[src/rtl/core/bff_pkg.sv]
`timescale 1ns / 1ps
// ----------------------------------------------------------------------------
// bff_pkg
// Shared types and step codes of the flocking force block.
// ----------------------------------------------------------------------------
package bff_pkg;

  localparam int unsigned CoordW  = 24;
  localparam int unsigned DiffW   = 25;
  localparam int unsigned SqW     = 50;
  localparam int unsigned RootW   = 25;
  localparam int unsigned NumW    = 56;
  localparam int unsigned AccW    = 48;
  localparam int unsigned WeightW = 16;
  localparam int unsigned ForceW  = 32;
  localparam int unsigned ProdW   = 65;
  localparam int unsigned WsumW   = 60;
  localparam int unsigned SepGain = 100;

  // register indexes
  localparam logic [2:0] REG_SEP_W = 3'd0;
  localparam logic [2:0] REG_COH_W = 3'd1;
  localparam logic [2:0] REG_ALI_W = 3'd2;
  localparam logic [2:0] REG_SEP_R = 3'd3;
  localparam logic [2:0] REG_COH_R = 3'd4;
  localparam logic [2:0] REG_ALI_R = 3'd5;

  // squaring steps
  localparam logic [2:0] MUL_DX = 3'd0;
  localparam logic [2:0] MUL_DY = 3'd1;
  localparam logic [2:0] MUL_VX = 3'd2;
  localparam logic [2:0] MUL_VY = 3'd3;
  localparam logic [2:0] MUL_SR = 3'd4;
  localparam logic [2:0] MUL_CR = 3'd5;
  localparam logic [2:0] MUL_AR = 3'd6;

  // jobs of the shared root and divide unit
  localparam logic [2:0] JOB_DIST  = 3'd0;
  localparam logic [2:0] JOB_VLEN  = 3'd1;
  localparam logic [2:0] JOB_SEP_X = 3'd2;
  localparam logic [2:0] JOB_SEP_Y = 3'd3;
  localparam logic [2:0] JOB_COH_X = 3'd4;
  localparam logic [2:0] JOB_COH_Y = 3'd5;
  localparam logic [2:0] JOB_ALI_X = 3'd6;
  localparam logic [2:0] JOB_ALI_Y = 3'd7;

  // final weighting steps, one per accumulator
  localparam logic [2:0] FIN_LAST = 3'd5;

  typedef struct packed {
    logic [WeightW-1:0] sep_w;
    logic [WeightW-1:0] coh_w;
    logic [WeightW-1:0] ali_w;
    logic [CoordW-1:0]  sep_r;
    logic [CoordW-1:0]  coh_r;
    logic [CoordW-1:0]  ali_r;
  } bff_cfg_t;

  typedef struct packed {
    logic       load;
    logic       mul;
    logic       job_start;
    logic       job_store;
    logic       fin_mul;
    logic       fin_add;
    logic       emit;
    logic [2:0] sel;
  } bff_cmd_t;

  typedef struct packed {
    logic [7:0] job_en;
    logic       iter_done;
    logic       iter_busy;
    logic       last;
    logic       out_free;
  } bff_sts_t;

endpackage

[src/rtl/core/bff_ctrl.sv]
`timescale 1ns / 1ps
// ----------------------------------------------------------------------------
// bff_ctrl
// Sequencer: squaring steps, root/divide jobs, weighting and result hand-off.
// ----------------------------------------------------------------------------
module bff_ctrl (
  input  logic               clk,
  input  logic               rst_n,
  input  logic               in_valid,
  output logic               in_ready,
  input  bff_pkg::bff_sts_t  sts,
  output bff_pkg::bff_cmd_t  cmd
);
  import bff_pkg::*;

  typedef enum logic [6:0] {
    S_IDLE  = 7'b0000001,
    S_MUL   = 7'b0000010,
    S_JOB   = 7'b0000100,
    S_JWAIT = 7'b0001000,
    S_FMUL  = 7'b0010000,
    S_FADD  = 7'b0100000,
    S_EMIT  = 7'b1000000
  } state_t;

  state_t     state_r, state_nxt;
  logic [2:0] cnt_r, cnt_nxt;

  always_comb begin
    state_nxt = state_r;
    cnt_nxt   = cnt_r;
    cmd       = '0;
    cmd.sel   = cnt_r;
    in_ready  = 1'b0;
    case (state_r)
      S_IDLE: begin
        in_ready = 1'b1;
        if (in_valid) begin
          cmd.load  = 1'b1;
          cnt_nxt   = MUL_DX;
          state_nxt = S_MUL;
        end
      end
      S_MUL: begin
        cmd.mul = 1'b1;
        if (cnt_r == MUL_AR) begin
          cnt_nxt   = JOB_DIST;
          state_nxt = S_JOB;
        end else begin
          cnt_nxt = cnt_r + 3'd1;
        end
      end
      S_JOB: begin
        if (sts.job_en[cnt_r]) begin
          cmd.job_start = 1'b1;
          state_nxt     = S_JWAIT;
        end else if (cnt_r == JOB_ALI_Y) begin
          cnt_nxt   = '0;
          state_nxt = sts.last ? S_FMUL : S_IDLE;
        end else begin
          cnt_nxt = cnt_r + 3'd1;
        end
      end
      S_JWAIT: begin
        if (sts.iter_done) begin
          cmd.job_store = 1'b1;
          if (cnt_r == JOB_ALI_Y) begin
            cnt_nxt   = '0;
            state_nxt = sts.last ? S_FMUL : S_IDLE;
          end else begin
            cnt_nxt   = cnt_r + 3'd1;
            state_nxt = S_JOB;
          end
        end
      end
      S_FMUL: begin
        cmd.fin_mul = 1'b1;
        state_nxt   = S_FADD;
      end
      S_FADD: begin
        cmd.fin_add = 1'b1;
        if (cnt_r == FIN_LAST) begin
          state_nxt = S_EMIT;
        end else begin
          cnt_nxt   = cnt_r + 3'd1;
          state_nxt = S_FMUL;
        end
      end
      S_EMIT: begin
        if (sts.out_free) begin
          cmd.emit  = 1'b1;
          state_nxt = S_IDLE;
        end
      end
      default: begin
        state_nxt = S_IDLE;
      end
    endcase
  end

  always_ff @(posedge clk) begin
    if (!rst_n) begin
      state_r <= S_IDLE;
      cnt_r   <= '0;
    end else begin
      state_r <= state_nxt;
      cnt_r   <= cnt_nxt;
    end
  end

  a_no_start_busy: assert property (@(posedge clk) disable iff (!rst_n)
    sts.iter_busy |-> !cmd.job_start)
    else $error("root/divide unit restarted while busy");

  a_accept_blocks: assert property (@(posedge clk) disable iff (!rst_n)
    (in_valid && in_ready) |=> !in_ready)
    else $error("second request taken before first finished");

  a_done_in_wait: assert property (@(posedge clk) disable iff (!rst_n)
    sts.iter_done |-> (state_r == S_JWAIT))
    else $error("unit finished outside a wait step");

endmodule

[config.mk]
export PLATFORM = sky130hd
export DESIGN_NAME = bff_ctrl
export DESIGN_NICKNAME = d
export VERILOG_FILES = /design/src/rtl/core/bff_pkg.sv /design/src/rtl/core/bff_ctrl.sv
export SDC_FILE = /design/constraint.sdc
export NUM_CORES = 1
export LEC_CHECK = 0
export BUFFER_PORTS_ARGS = -buffer_cell sky130_fd_sc_hd__clkbuf_2
export CAP_MARGIN = 40
export CORE_MARGIN = 4
export CORE_UTILIZATION = 45
export CTS_CLUSTER_DIAMETER = 120
export DETAILED_ROUTE_END_ITERATION = 6
export GPL_ROUTABILITY_DRIVEN = 0
export PLACE_DENSITY = 0.78
export SYNTH_ARGS = -nofsm -noshare
export SYNTH_HDL_FRONTEND = slang
export SYNTH_SLANG_ARGS = --single-unit
[constraint.sdc]
create_clock -name clk -period 5.5 [get_ports clk]
set_input_delay 1.1 -clock clk [delete_from_list [all_inputs] [get_ports clk]]
set_output_delay 1.1 -clock clk [all_outputs]
set_load 0.005 [all_outputs]
==> results of run 1 <==
## where the power goes
| part | switching (mW) | internal, mW | total (mW) | leakage (nW) |
|---|---|---|---|---|
| Sequential | 0.00758 | 0.0747 | 0.0823 | 0.0810 |
| Combinational | 0.0243 | 0.0239 | 0.0483 | 0.364 |
| Clock | 0.0313 | 0.0404 | 0.0716 | 0.0210 |
## sequential cells by signal, summed over array words and instances, names as in the netlist
signal   cells
cnt_r        3
state_r      7
## synth_stat cells (2+ instances only)
library cell,n
nor3_1,3
nor2b_1,5
nor4b_1,2
a31oi_1,2
and3b_1,2
nor4_1,4
nand2_1,10
a22oi_1,2
nor3b_1,3
nand3_1,2
inv_1,5
mux2i_1,6
nand2b_1,3
o21ai_0,2
and2_1,2
a21oi_1,3
dfxtp_1,10
buf_2,5
nor2_1,11
o31ai_1,3
ha_1,4
## worst min path at each step
stage / startpoint / to / cells past startpoint
floorplan: cnt_r[1] / cnt_r[1] / 2
global placement: cnt_r[1] / cnt_r[1] / 2
detailed placement: cnt_r[2] / state_r[6] / 2
CTS: cnt_r[2] / state_r[6] / 2
global route: cnt_r[2] / state_r[6] / 2
finish: cnt_r[2] / state_r[6] / 2
## metal layers
layer | share of wire | up-vias
li1 | - | 467
met1 | 0.44 | 435
met2 | 0.47 | 35
met3 | 0.072 | 7
met4 | 0.024 | 0
met5 | 0 | -
## final cells by class
| type | count | area [µm²] |
|---|---|---|
| multi-input combinational | 92 | 681 |
| tap | 27 | 33.8 |
| inverter | 6 | 22.5 |
| sequential | 10 | 200 |
| timing repair buffer | 24 | 120 |
| fill | 176 | 888 |
| clock buffer | 4 | 36.3 |
## critical path, cell delays in order
cell and delay, ns:
clkbuf_2 0.07, mux2i_1 0.06, mux4_2 0.52, nor2_2 0.18, clkbuf_2 0.15
## cells by family after synthesis
group / Yosys count / synth area share
simple gates: 58 / 0.378
compound gates: 22 / 0.189
buf+inv: 14 / 0.0737
flops: 10 / 0.211
mux: 7 / 0.0868
fa+ha+maj: 4 / 0.0526
xor+xnor: 1 / 0.00921
## stage by stage
step,total power [mW],worst slack [ns]
finish,0.202,2.32
global route,0.210,2.25
CTS,0.201,2.32
detailed placement,0.132,2.32
global placement,0.131,2.33
floorplan,0.119,2.62
==> flow_summary_export.csv, run 1 <==
group,metric,value,unit
clock_network,clockBufferDepth,2,
placement,dpl_cell_area,0.00106,mm²
sta,layout_min_cycle_time,3.18,ns
sta,max_freq,0.315,GHz
worst_setup_path,worstSetupEndpointType,"output port",
global_routing,met3_usage,0.0166,
global_routing,met2_usage,0.268,
clock_network,cts_hold_buf,0,
global_routing,antenna_found_initial,0,
global_routing,grt_pass1_vias,828,
global_routing,top_usage_layer,"met2",
yosys,async_reset_ff_frac,0,
worst_setup_path,crit_path_start,"sts[5]",
yosys,netlist.area_leader.share,0.211,
final_layout,final_cells,163,
global_routing,grt_pass1_wl,3.62,mm
yosys,synth-seq-cells,10,
clock_network,h-tree-depth,1,
yosys,yosys.cell_types.count,48,
sta,timing_max_transition_violations_final,0,
yosys,syn_nets,135,
floorplan,dieArea,0.00291,mm²
clock_network,numClockSinks,10,
worst_setup_path,worstPathMaxFanout,4,
final_layout,antenna_cells,0,
yosys,ys_seq_area_frac,0.211,
clock_network,postCtsResizedCells,0,
floorplan,rows,16,
outcome,status,"finished, final reports clean",
yosys,syn_inst,116,
worst_setup_path,rr_endpoint,"cnt_r[1]",
sta,rsz0062_at_grt,"false",
final_layout,layout-drive-gt1-share,0.279,
floorplan,die_w,54.0,µm
routing,ant_nets,0,
floorplan,initial_core_util,0.480,
sta,finalClockSkew,0.00455,ns
clock_network,post_cts_buffers,0,
sta,tightest_slew,0.543,ns
floorplan,ios,26,
yosys,synth.avg_cell_area,8.20,µm²
yosys,synthFlopType,"dfxtp_1",
global_routing,grt_start_max_net_pins,15,
clock_network,clk-insertion-delay-late,0.28,ns
job,drv_cap,0,
floorplan,chipHeight,54.0,µm
worst_setup_path,ff2ff_setup_slack,3.41,ns
worst_setup_path,critPathKind,"input pin to output port",
final_layout,final_common_cell,"clkbuf_2",
routing,wl,2.23,mm
worst_setup_path,cp-start-kind,"input pin",
routing,vias,944,
routing,routedWlPerCell,13.7,µm
routing,vias_per_cell,5.79,
hold_path,min_path_type,"flop to flop",
global_routing,met1_usage,0.224,
clock_network,numCtsBuffers,3,
power,powerDensity,185,mW/mm²
yosys,syn_area,951,µm²
worst_setup_path,crit_required,4.40,ns
routing,drt_iter0_drc,28,
worst_setup_path,cp-endpoint,"cmd[7]",
clock_network,cts_tree,"yes",
final_layout,fin_util,0.552,
yosys,ys_top_cells_by_area,"dfxtp_1, mux2i_1, ha_1",
yosys,synth-edff-count,0,
final_layout,layout_common_cells,"clkbuf_2, nor2_1, nand2_1, dfxtp_1, mux2i_1",
power,ir_drop,0.000141,V
global_routing,grt_usage,0.170,
yosys,ys_warn_count,0,
sta,setup_violations,0,
routing,drt_pass1_iterations,4,
sta,setup_tns,0,ns
routing,drcViolationCount,0,
sta,timing.hold.ws,0.626,ns
final_layout,synthToLayoutAreaGrowth,15.0,%
yosys,synth.largest_area_cell,"dfxtp_1",
worst_setup_path,critPathArrivalTime,2.08,ns
global_routing,grt_overflow_total,0,
worst_setup_path,rr_worst_depth,8,
floorplan,core_area,0.00198,mm²
worst_setup_path,timing.rr.start,"cnt_r[0]",
power,p_leak,0.466,nW
clock_network,clk_pin_slew,0.07,ns
placement,placedCellCount,159,
sta,slew_headroom,0.638,
final_layout,finalInstanceArea,0.00109,mm²
placement,io_buffers,24,
clock_network,clock-root-buffer,"clkbuf_4",
final_layout,final_nets,156,
sta,fin_crit_sh,0.578,
sta,hold_viol_final,0,
placement,post-dp-hpwl,1.74,mm
No activity file was read; power rests on OpenSTA's default activity.
==> inputs of run 2 (changes only) <==
==> constraint.sdc (replaced) <==
create_clock -name clk -period 3.1 [get_ports clk]
set_input_delay 0.62 -clock clk [delete_from_list [all_inputs] [get_ports clk]]
set_output_delay 0.62 -clock clk [all_outputs]
set_load 0.005 [all_outputs]
==> run 2 against run 1 <==
Against the previous run:
- cell area fell by 1.3%
- worst hold slack got worse by 0.080 ns
- die area unchanged
- first-iteration DRC count shrank 3.6%
- register-to-register slack worse by 2.4 ns
==> flow_summary_export.csv, run 2 (synthesis results as in run 1) <==
group,metric,value,unit
floorplan,ios,26,
routing,vias_per_cell,5.59,
clock_network,clk-insertion-delay-late,0.27,ns
floorplan,initial_core_util,0.480,
worst_setup_path,crit_path_start,"cnt_r[0]",
global_routing,grt_start_max_net_pins,15,
final_layout,synthToLayoutAreaGrowth,13.6,%
floorplan,die_w,54.0,µm
worst_setup_path,timing.rr.start,"cnt_r[0]",
floorplan,core_area,0.00198,mm²
sta,setup_tns,0,ns
sta,timing_max_transition_violations_final,0,
sta,finalClockSkew,0.00684,ns
routing,vias,906,
routing,routedWlPerCell,13.4,µm
worst_setup_path,crit_required,2.48,ns
global_routing,grt_usage,0.174,
clock_network,numClockSinks,10,
global_routing,antenna_found_initial,0,
clock_network,cts_hold_buf,0,
final_layout,antenna_cells,0,
sta,timing.hold.ws,0.546,ns
power,powerDensity,297,mW/mm²
sta,setup_violations,0,
routing,drt_iter0_drc,27,
final_layout,layout_common_cells,"clkbuf_2, nor2_1, nand2_1, dfxtp_1, mux2i_1",
sta,hold_viol_final,0,
placement,post-dp-hpwl,1.71,mm
clock_network,post_cts_buffers,0,
outcome,status,"finished, final reports clean",
worst_setup_path,worstSetupEndpointType,"output port",
clock_network,clockBufferDepth,2,
worst_setup_path,critPathArrivalTime,1.81,ns
power,ir_drop,0.000178,V
final_layout,fin_util,0.545,
final_layout,reg.largest.list,"state_r: 7 flops, cnt_r: 3 flops",
sta,max_freq,0.411,GHz
final_layout,largest_register_ffs,7,
sta,rsz0062_at_grt,"false",
sta,tightest_slew,0.518,ns
clock_network,cts_tree,"yes",
clock_network,clock-root-buffer,"clkbuf_4",
worst_setup_path,cp-start-kind,"flop",
final_layout,final_common_cell,"clkbuf_2",
global_routing,grt_pass1_wl,3.75,mm
floorplan,rows,16,
worst_setup_path,critPathKind,"flop to output port",
clock_network,clk_pin_slew,0.07,ns
floorplan,dieArea,0.00291,mm²
final_layout,regMostFlops,"state_r",
floorplan,chipHeight,54.0,µm
hold_path,min-delay-start,"rst_n",
power,p_leak,0.459,nW
placement,io_buffers,24,
sta,fin_crit_sh,0.785,
clock_network,postCtsResizedCells,0,
routing,ant_nets,0,
global_routing,grt_overflow_total,0,
routing,wl,2.17,mm
final_layout,layout-drive-gt1-share,0.274,
clock_network,numCtsBuffers,3,
sta,slew_headroom,0.654,
worst_setup_path,worstPathMaxFanout,10,
clock_network,h-tree-depth,1,
global_routing,grt_pass1_vias,835,
sta,layout_min_cycle_time,2.43,ns
final_layout,final_nets,156,
hold_path,min_path_type,"input pin to flop",
routing,drt_pass1_iterations,4,
routing,drcViolationCount,0,
job,drv_cap,0,
-- run 2: final cells by class --
| class | instances | area, µm² |
|---|---|---|
| Timing Repair Buffer | 24 | 120 |
| Tap cell | 27 | 33.8 |
| Fill cell | 183 | 902 |
| Inverter | 6 | 22.5 |
| Multi-Input combinational cell | 92 | 681 |
| Sequential cell | 10 | 200 |
| Clock buffer | 3 | 22.5 |
-- run 2: critical path: stages (launching register included) --
cell      delay [ns]
dfxtp_1         0.58
mux2i_1         0.14
mux4_2          0.51
nor2_2          0.17
clkbuf_2        0.14
-- run 2: layer usage --
metal / global-route usage / share of wire / wire, µm
met5: 0 / 0 / 0
met4: 0.0498 / 0.0041 / 9
met3: 0.0332 / 0.051 / 110
met2: 0.276 / 0.48 / 1040
met1: 0.238 / 0.47 / 1010
-- run 2: worst paths after layout --
kind                endpoint  slack, ns  depth (start not counted)
hold / removal    state_r[0]       0.55                          2
setup reg to reg    cnt_r[1]       1.04                          8
setup / recovery      cmd[7]       0.67                          4
hold reg to reg     cnt_r[2]       0.62                          2
-- run 2: stage by stage --
| stage | worst slack, ns | power [mW] | instance area, µm² | instances |
|---|---|---|---|---|
| global placement | 0.897 | 0.231 | 1060 | 159 |
| CTS | 0.664 | 0.321 | 1080 | 162 |
| detailed placement | 0.883 | 0.234 | 1060 | 159 |
| finish | 0.667 | 0.321 | 1080 | 162 |
| floorplan | 1.12 | 0.210 | 951 | 116 |
| global route | 0.573 | 0.341 | 1080 | 162 |
-- run 2: power breakdown --
group          switching, mW  internal [mW]
combinational         0.0439         0.0425
clock                 0.0440         0.0448
sequential            0.0133          0.133
total                  0.101          0.220
==> inputs of run 3 (changes only) <==
==> constraint.sdc (replaced) <==
create_clock -name clk -period 2.45 [get_ports clk]
set_input_delay 0.49 -clock clk [delete_from_list [all_inputs] [get_ports clk]]
set_output_delay 0.49 -clock clk [all_outputs]
set_load 0.005 [all_outputs]
==> run 3 against run 2 <==
Against the previous run:
- setup slack got worse by 0.53 ns
- worst hold slack worse by 0.14 ns
- critical path depth unchanged
- via count increased by 4.0%
- highest routed layer unchanged
- non-clock buffer count is the same
- sequential share of layout area down 0.23 points
- cell area grew 1.3%
- sequential power increased by 27%
- combinational power is 26% higher
- cell count up 0.62%
- total power grew 41%
==> flow_summary_export.csv, run 3 (synthesis results as in run 1) <==
group,metric,value,unit
outcome,status,"finished, final reports clean",
final_layout,final_nets,156,
final_layout,regMostFlops,"state_r",
routing,drt_iter0_drc,33,
sta,hold_viol_final,0,
floorplan,ios,26,
clock_network,h-tree-depth,1,
power,p_seq_frac,0.411,
job,drv_cap,0,
floorplan,die_w,54.0,µm
floorplan,core_area,0.00198,mm²
placement,post-dp-hpwl,1.69,mm
global_routing,grt_start_max_net_pins,15,
power,intPower,312,µW
worst_setup_path,slowest_stage,"dfxtp_1",
routing,drcViolationCount,0,
placement,io_buffers,24,
final_layout,largest_register_ffs,7,
power,powerDensity,413,mW/mm²
power,switching_share,0.309,
sta,rsz0062_at_grt,"false",
power,clockPowerShare,0.349,
clock_network,cts_tree,"yes",
worst_setup_path,path_cells,"mux2i_1 > mux4_2 > nor2_2 > clkbuf_2",
global_routing,antenna_found_initial,0,
final_layout,synthToLayoutAreaGrowth,15.0,%
worst_setup_path,critPathArrivalTime,1.82,ns
hold_path,min_path_type,"input pin to flop",
clock_network,post_cts_buffers,0,
sta,max_freq,0.432,GHz
final_layout,layout_common_cells,"clkbuf_2, nor2_1, nand2_1, dfxtp_1, mux2i_1",
power,ir_drop,0.000279,V
worst_setup_path,cp-start-kind,"flop",
power,comb_power_share,0.240,
routing,vias,942,
worst_setup_path,rr_worst_depth,6,
worst_setup_path,worstPathMaxFanout,10,
routing,routedWlPerCell,13.7,µm
power,p_leak,0.466,nW
sta,setup_violations,0,
global_routing,grt_pass1_wl,3.68,mm
sta,setup_tns,0,ns
floorplan,rows,16,
floorplan,initial_core_util,0.480,
clock_network,numCtsBuffers,3,
global_routing,met2_usage,0.278,
routing,vias_per_cell,5.78,
final_layout,layout-drive-gt1-share,0.279,
global_routing,grt_usage,0.173,
worst_setup_path,critPathKind,"flop to output port",
clock_network,clock-root-buffer,"clkbuf_4",
clock_network,clockBufferDepth,2,
sta,slew_headroom,0.637,
global_routing,grt_overflow_total,0,
global_routing,top_usage_layer,"met2",
clock_network,numClockSinks,10,
hold_path,holdPathEnd,"state_r[0]",
clock_network,clk_pin_slew,0.07,ns
final_layout,antenna_cells,0,
hold_path,min-delay-start,"rst_n",
clock_network,clk-insertion-delay-late,0.28,ns
global_routing,grt_pass1_vias,860,
power,power.total,452,µW
sta,timing_max_transition_violations_final,0,
worst_setup_path,rr_endpoint,"state_r[0]",
sta,timing.hold.ws,0.403,ns
worst_setup_path,timing.rr.start,"state_r[1]",
routing,wl,2.23,mm
routing,ant_nets,0,
routing,drt_pass1_iterations,4,
clock_network,postCtsResizedCells,0,
floorplan,dieArea,0.00291,mm²
final_layout,final_common_cell,"clkbuf_2",
worst_setup_path,crit_required,1.96,ns
clock_network,cts_hold_buf,0,
sta,finalClockSkew,0.00269,ns
floorplan,chipHeight,54.0,µm
sta,fin_crit_sh,0.944,
global_routing,met1_usage,0.226,
hold_path,hold_depth,2,
worst_setup_path,max_stage_delay,0.57,ns
final_layout,nFillCells,178,
worst_setup_path,ff2ff_setup_slack,0.36,ns
sta,layout_min_cycle_time,2.31,ns
worst_setup_path,worstSetupEndpointType,"output port",
final_layout,reg.largest.list,"state_r: 7 flops, cnt_r: 3 flops",
global_routing,met3_usage,0.0249,
power,power_switching,140,µW
sta,tightest_slew,0.544,ns
run 3: changes by cell type in the layout (fill, tap and decap cells not counted):
cell      delta
clkbuf_8     +1
run 3: critical path: cells and delay by family, from the launching register on:
kind          cells  cell delay, ns
mux               2            0.65
flops             1            0.57
simple gates      1            0.18
buf+inv           1            0.14
run 3: layout make-up:
type / instances / area, µm² / share of cell area
Clock buffer: 4 / 36.3 / 0.0332
Timing Repair Buffer: 24 / 120 / 0.110
Tap cell: 27 / 33.8 / 0.0309
Sequential cell: 10 / 200 / 0.183
Multi-Input combinational cell: 92 / 681 / 0.622
Inverter: 6 / 22.5 / 0.0206
run 3: layer usage:
metal  wire (µm)  up-vias
met2        1080       34
met4          33        0
met3         120        5
met1        1000      438
li1            -      465
met5           0        -
run 3: worst max-delay path by stage:
stage	depth (start not counted)	end	slack, ns	start
2_1_floorplan	6	cmd[9]	0.60	state_r[5]
3_3_place_gp	7	cnt_r[2]	0.44	in_valid
3_5_place_dp	8	cnt_r[1]	0.42	cnt_r[0]
4_1_cts	4	cmd[7]	0.13	cnt_r[0]
5_1_grt	5	cmd[9]	0.04	state_r[5]
6_report	4	cmd[7]	0.14	cnt_r[0]
run 3: through the flow:
stage | util | setup WS, ns | cell area [µm²] | cells
3_3_place_gp | 0.533 | 0.435 | 1060 | 159
5_1_grt | 0.552 | 0.0425 | 1090 | 163
4_1_cts | 0.552 | 0.135 | 1090 | 163
3_5_place_dp | 0.533 | 0.416 | 1060 | 159
2_1_floorplan | - | 0.596 | 951 | 116
6_report | 0.552 | 0.137 | 1090 | 163
run 3: power groups by stage:
| stage | Clock, mW | Sequential (mW) | Combinational, mW |
|---|---|---|---|
| 2_1_floorplan | 0 | 0.174 | 0.0920 |
| 3_3_place_gp | 0 | 0.188 | 0.105 |
| 3_5_place_dp | 0 | 0.189 | 0.107 |
| 4_1_cts | 0.156 | 0.185 | 0.107 |
| 5_1_grt | 0.163 | 0.187 | 0.122 |
| 6_report | 0.157 | 0.186 | 0.109 |
